<file path="src/rtl/phm_pkg.sv">
// Shared types and constants of the ping health monitor.
// Depends on nothing; imported by the controller, the datapath and the top level.
package phm_pkg;

  // Number of monitored clients that the table holds.
  localparam int unsigned ENTRIES = 16;
  // Field widths fixed by the item format.
  localparam int unsigned ENT_W   = 4;
  localparam int unsigned WORD_W  = 32;
  localparam int unsigned LIM_W   = 5;
  // The entry field reaches 16 entries at most, so storage stops there.
  localparam int unsigned DEPTH   = (ENTRIES < 16) ? ENTRIES : 16;
  localparam int unsigned IDX_W   = (DEPTH > 1) ? $clog2(DEPTH) : 1;

  typedef enum logic [1:0] {
    OP_TICK    = 2'd0,
    OP_RETURN  = 2'd1,
    OP_SET_EN  = 2'd2,
    OP_SET_THR = 2'd3
  } phm_op_e;

  typedef enum logic [2:0] {
    KIND_PING      = 3'd0,
    KIND_LATE_WARN = 3'd1,
    KIND_LATE_FTL  = 3'd2,
    KIND_WRONG_KEY = 3'd3,
    KIND_STROKE    = 3'd4,
    KIND_CMD_OK    = 3'd5,
    KIND_BAD_ENTRY = 3'd6,
    KIND_BAD_THR   = 3'd7
  } phm_kind_e;

  typedef enum logic [1:0] {
    CFG_HEALTH_EN = 2'd0,
    CFG_ACTIVE    = 2'd1,
    CFG_WD_CODE   = 2'd2,
    CFG_UNUSED    = 2'd3
  } phm_cfg_e;

  // Controller to datapath.
  typedef struct packed {
    logic load;    // latch the input beat
    logic scan;    // visit one table entry
    logic stroke;  // emit the watchdog stroke
    logic exec;    // run a return or a command
  } phm_cmd_t;

  // Datapath to controller.
  typedef struct packed {
    logic tick;       // input beat is a tick
    logic scan_go;    // tick has entries to scan
    logic scan_last;  // current scan entry is the final one
    logic out_free;   // output register can take a result this cycle
  } phm_stat_t;

endpackage

</file>
<file path="src/rtl/phm_ctrl.sv">
// Sequencer of the ping health monitor: steps a tick through its scan and stroke,
// or a return or command through its execute state. Depends on phm_pkg.
module phm_ctrl (
  input  logic               clk_i,
  input  logic               rst_ni,
  input  logic               in_valid_i,
  output logic               in_stall_o,
  input  phm_pkg::phm_stat_t stat_i,
  output phm_pkg::phm_cmd_t  cmd_o
);
  import phm_pkg::*;

  typedef enum logic [1:0] {
    ST_IDLE,
    ST_SCAN,
    ST_STROKE,
    ST_EXEC
  } state_e;

  state_e state_q, state_d;

  always_comb begin
    state_d    = state_q;
    cmd_o      = '0;
    in_stall_o = 1'b1;
    unique case (state_q)
      ST_IDLE: begin
        in_stall_o = 1'b0;
        if (in_valid_i) begin
          cmd_o.load = 1'b1;
          if (!stat_i.tick) begin
            state_d = ST_EXEC;
          end else if (stat_i.scan_go) begin
            state_d = ST_SCAN;
          end else begin
            state_d = ST_STROKE;
          end
        end
      end
      ST_SCAN: begin
        if (stat_i.out_free) begin
          cmd_o.scan = 1'b1;
          if (stat_i.scan_last) begin
            state_d = ST_STROKE;
          end
        end
      end
      ST_STROKE: begin
        if (stat_i.out_free) begin
          cmd_o.stroke = 1'b1;
          state_d      = ST_IDLE;
        end
      end
      ST_EXEC: begin
        if (stat_i.out_free) begin
          cmd_o.exec = 1'b1;
          state_d    = ST_IDLE;
        end
      end
      default: begin
        state_d = ST_IDLE;
      end
    endcase
  end

  always_ff @(posedge clk_i or negedge rst_ni) begin
    if (!rst_ni) begin
      state_q <= ST_IDLE;
    end else begin
      state_q <= state_d;
    end
  end

endmodule

</file>
<file path="config.mk">
export PLATFORM = sky130hd
export DESIGN_NAME = phm_ctrl
export DESIGN_NICKNAME = d
export VERILOG_FILES = /design/src/rtl/phm_pkg.sv /design/src/rtl/phm_ctrl.sv
export SDC_FILE = /design/constraint.sdc
export NUM_CORES = 1
export LEC_CHECK = 0
export ABC_AREA = 1
export BUFFER_PORTS_ARGS = -buffer_cell sky130_fd_sc_hd__clkbuf_2
export CORE_AREA = 2 2 39 41
export CTS_CLUSTER_DIAMETER = 120
export CTS_CLUSTER_SIZE = 10
export DETAILED_ROUTE_END_ITERATION = 16
export DIE_AREA = 0 0 41 43
export GPL_TIMING_DRIVEN = 0
export PLACE_DENSITY = 0.32
export SLEW_MARGIN = 20
export SYNTH_ARGS = -nofsm -noshare
export SYNTH_HDL_FRONTEND = slang
export SYNTH_SLANG_ARGS = --single-unit
</file>
<file path="constraint.sdc">
create_clock -name clk_i -period 0.8 [get_ports clk_i]
set_input_delay 0.04 -clock clk_i [delete_from_list [all_inputs] [get_ports clk_i]]
set_output_delay 0.04 -clock clk_i [all_outputs]
set_load 0.02 [all_outputs]
</file>
## Word-level counts from Yosys, hierarchy flattened

Index checks and enable logic that the tools add are counted.

- ROM bits: 0
- Latch bits: 0
- Register bits after elaboration: 2
- Memories kept: 0
- RAM bits: 0
- Output and inout port bits: 5
- Logic and storage cells: 25
- Input bits: 7

- Reduce and logical (&&, ||, !) cells: 3
- Add/subtract/negate cells: 0
- Div/mod/pow operators: 0
- Mux-type cells: 14
- Multiply operators: 0
- Bitwise operators: 0
- Equality and inequality tests: 7
- Shifts and indexed selects: 0
- Magnitude comparators: 0

Operators with widths:

| cell | number |
|---|---|
| $mux 2 | 6 |
| $mux 1 | 7 |
| $ne 2x2->1 const B | 3 |
| $pmux 2 s3 | 1 |
| $eq 2x2->1 const B | 2 |
| $reduce_and 4->1 | 1 |
| $eq 2x1->1 const B | 1 |
| $logic_not 2->1 | 1 |
| $ne 2x1->1 const B | 1 |
| $reduce_or 2->1 | 1 |

## Logic depth before layout (Yosys ltp)

- Depth in word-level cells: 4
- Gate-level depth with buffers: 5

## Least setup slack after synthesis

Ideal clock, no wire load.

- Kind: register to output
- Start point: reg state_q[0]
- End point: out cmd_o[3] (netlist name)
- Cell stages (with the launch flop): 4
- Path slack: -0.153 ns
- Data arrival time: 0.913 ns
- Cell sequence: dfrtp_1 > inv_1 > nand2_2 > nor2_1

RTL lines:

| item | RTL line | RTL |
|---|---|---|
| from (decl) | phm_ctrl.sv:20 | `state_e state_q, state_d;` |
| from (signal assigned) | phm_ctrl.sv:70 | `state_q <= state_d;` |
| to (decl) | phm_ctrl.sv:9 | `output phm_pkg::phm_cmd_t cmd_o` |

==> Implementation_results.wiki <==
{| class="wikitable"
! Metric !! Value
|-
| Result of the run || finished with violations
|-
| Violated checks || negative setup slack
|-
| Worst supply voltage drop on vdd || 1.06 mV
|-
| Leakage power summed over all cells || a little over 0.2 nW
|-
| Gpl congestion || about 0.66
|-
| # Max-Cap Violations || 0
|-
| Worst endpoint required time || 0.76 ns
|-
| Max-slew violations || 0
|-
| CP arrival || 1.04 ns
|-
| Total power per unit cell area || 3550 nW/um2
|-
| Registers with the highest flip-flop counts || state_q x2
|-
| Cell with the largest stage delay on the worst path || dfrtp_2
|-
| Max stage delay on crit path || ~0.45 ns
|-
| Aggregate negative setup slack || -1.66 ns
|-
| Largest cells by area after synthesis || dfrtp_1, nand2_1, nor2_1
|-
| Maximum clock rate || 0.926 GHz
|-
| HPWL reported at the end of detailed placement || 380 um
|-
| Die W || 41 um
|-
| Vias per cell || 3.66
|-
| Filler Cells Inserted || 160
|-
| Avg WL per Cell || between 7 and 8 um
|-
| Post-synth design cell area || between 150 and 200 um2
|-
| Number of flip-flops under the largest register name || 2
|-
| Number of DRC violations after detailed routing || 0
|-
| Net count reported at finish || 58
|-
| Count of vias placed by the detailed router || 238
|-
| Flops & latches, synth || 2
|-
| Total congestion overflow || 0
|-
| Port-buffer cells || 11
|-
| Count of antenna diodes in the layout || 0
|-
| Commonest non-fill, non-tap cell in the layout || nand2_1
|-
| Final worst setup slack || -0.280 ns
|-
| Top reg by flops || state_q
|-
| Share of post-route cells with drive strength above 1 || 0.551
|-
| CTS H-Tree Depth || 1
|-
| Cell variety after synth || 8
|-
| Transition at the pin with the smallest max-transition slack || 0.196 ns
|-
| Class of the tightest hold or removal check || in -> async
|-
| Maximum number of pins on one net before global-route repair || 8
|-
| Initial antenna violation count || 0
|-
| Syn_nets || 39
|-
| Core box area || approximately 1400 um2
|-
| Setup-failing EPs final || 7
|-
| Effective utilization at floorplan || 0.124
|-
| Source-to-sink clock delay at the later pin of the worst-skew pair || 0.22 ns
|-
| Die Area || 1760 um2
|-
| DR pass1 iterations || 2
|-
| Worst Setup End Kind || output pin
|-
| Sum of buffers and inverters on the critical path || 2
|-
| Total Power Consumption || 1.36 mW
|-
| Global-route wire length before repair || 765 um
|-
| Clock transition at the registers of the reported paths || 0.03 ns
|-
| Total count of hold-check failures in the final report || 0
|-
| Area of the multi-input gates || approximately 160 um2
|-
| Die Y || around 43 um
|-
| Sequential cell area in the final layout || 51.3 um2
|-
| Sequential area share after synthesis || 0.292
|-
| Number of clock sinks || 2
|-
| Row count || 14
|-
| TritonCTS clock tree || done
|-
| Share of Yosys cell area claimed by the top area cell type || 0.292
|-
| I/O pin count || 12
|-
| Cell-by-cell trace of the critical path || inv_2, nand2_4, nor2_4, buf_8
|-
| Clock tree root buffer cell || clkbuf_4
|-
| Critical Path Source Type || register
|-
| Per-instance average area after synthesis || 5.36 um2
|-
| Final period demand of the worst path || 1.08 ns
|-
| Number of warnings reported in the yosys synthesis log || 0
|-
| Inserted Clock Buffers || 3
|-
| Final Skew || 0.00428 ns
|-
| Unrepaired setup endpoints after global routing || true
|-
| Kind of cell with the highest combined delay on the critical path || flip-flops
|-
| Cell type with the largest total area after synthesis || dfrtp_1
|-
| Via count of the first global-routing pass || 204
|-
| Cell count after placement || 59
|-
| Post-route ant nets || 0
|-
| DRT iter0 DRCs || 5
|-
| Category of the most critical setup path || reg -> out
|-
| Largest fanout of any net on the critical path || 7
|-
| Most used cells in the layout excluding fill and tap cells || nand2_1, clkbuf_2, clkbuf_4
|-
| Signed area change from the synthesized netlist to the final layout || 123%
|-
| Slew HR || 0.869
|-
| Period utilisation layout || 1.35
|-
| Clock buffer depth || 2
|-
| Final non-filler cell total || 65
|-
| Hold WS || 0.136 ns
|-
| Gr usage total || 0.0704
|-
| Synthesized instance count || 32
|-
| Detailed Route WL || between 500 and 600 um
|}
==> layer usage <==
| metal | share of wire | global-route usage | vias to the layer above |
|---|---|---|---|
| li1 | - | - | 130 |
| met1 | 0.41 | 0.0871 | 101 |
| met2 | 0.53 | 0.0781 | 7 |
| met3 | 0.056 | 0.0471 | 0 |
| met4 | 0 | 0.0600 | 0 |
| met5 | 0 | 0 | - |
==> cell families (layout without fill, tap and decap cells) <==
family                 after synthesis  in the layout  share of synthesized area
buffers and inverters                5             22                      0.109
AO/OA/AOI/OAI                        1              1                     0.0292
flip-flops                           2              2                      0.292
AND/OR/NAND/NOR                     24             24                      0.569
==> worst reg2reg max path, delay by kind of cell (launching register included) <==
kind                   cells  cell delay, ns
flip-flops                 1            0.45
AND/OR/NAND/NOR            4            0.28
buffers and inverters      2            0.24
==> path summary, 6_finish.rpt <==
check,startpoint,end,slack [ns],cells after the start
setup reg to reg,state_q[0],state_q[0],-0.23,6
max in group asynchronous,rst_ni,state_q[0],0.55,2
hold reg to reg,state_q[1],state_q[1],0.58,2
hold / removal,rst_ni,state_q[1],0.14,2
min in group clk_i,stat_i[0],state_q[1],0.16,4
setup / recovery,state_q[0],cmd_o[3],-0.28,4
==> synthesized netlist by cell type <==
cell and number:
inv_1 4, nand3_1 4, nand2_1 12, inv_2 1
o21ai_0 1, nand2_2 1, dfrtp_1 2, nor2_1 7
==> stage by stage <==
step,setup slack (ns),cell area [um2],utilization
global route,-0.347,383,0.277
global placement,-0.156,262,0.189
floorplan,-0.0510,186,-
detailed placement,-0.136,262,0.189
CTS,-0.305,344,0.249
finish,-0.280,383,0.277
==> where the power goes <==
part	internal [mW]	switching [mW]	total, mW
logic	0.422	0.487	0.909
registers	0.153	0.0794	0.232
clock network	0.165	0.0536	0.219
==> final cells by class <==
cell class,instances,share of cell area
Clock buffer,3,0.0588
Inverter,5,0.0490
Multi-Input combinational cell,25,0.405
Sequential cell,2,0.134
Tap cell,16,0.0523
Timing Repair Buffer,14,0.301
==> what timing repair did <==
item	CTS	global route
hold buffers	1	0
pin swaps	1	3
resized for setup	10	10
hold endpoints to repair	2	0
setup endpoints to repair	7	7
setup buffers	2	0
No activity file was read; power rests on OpenSTA's default activity.
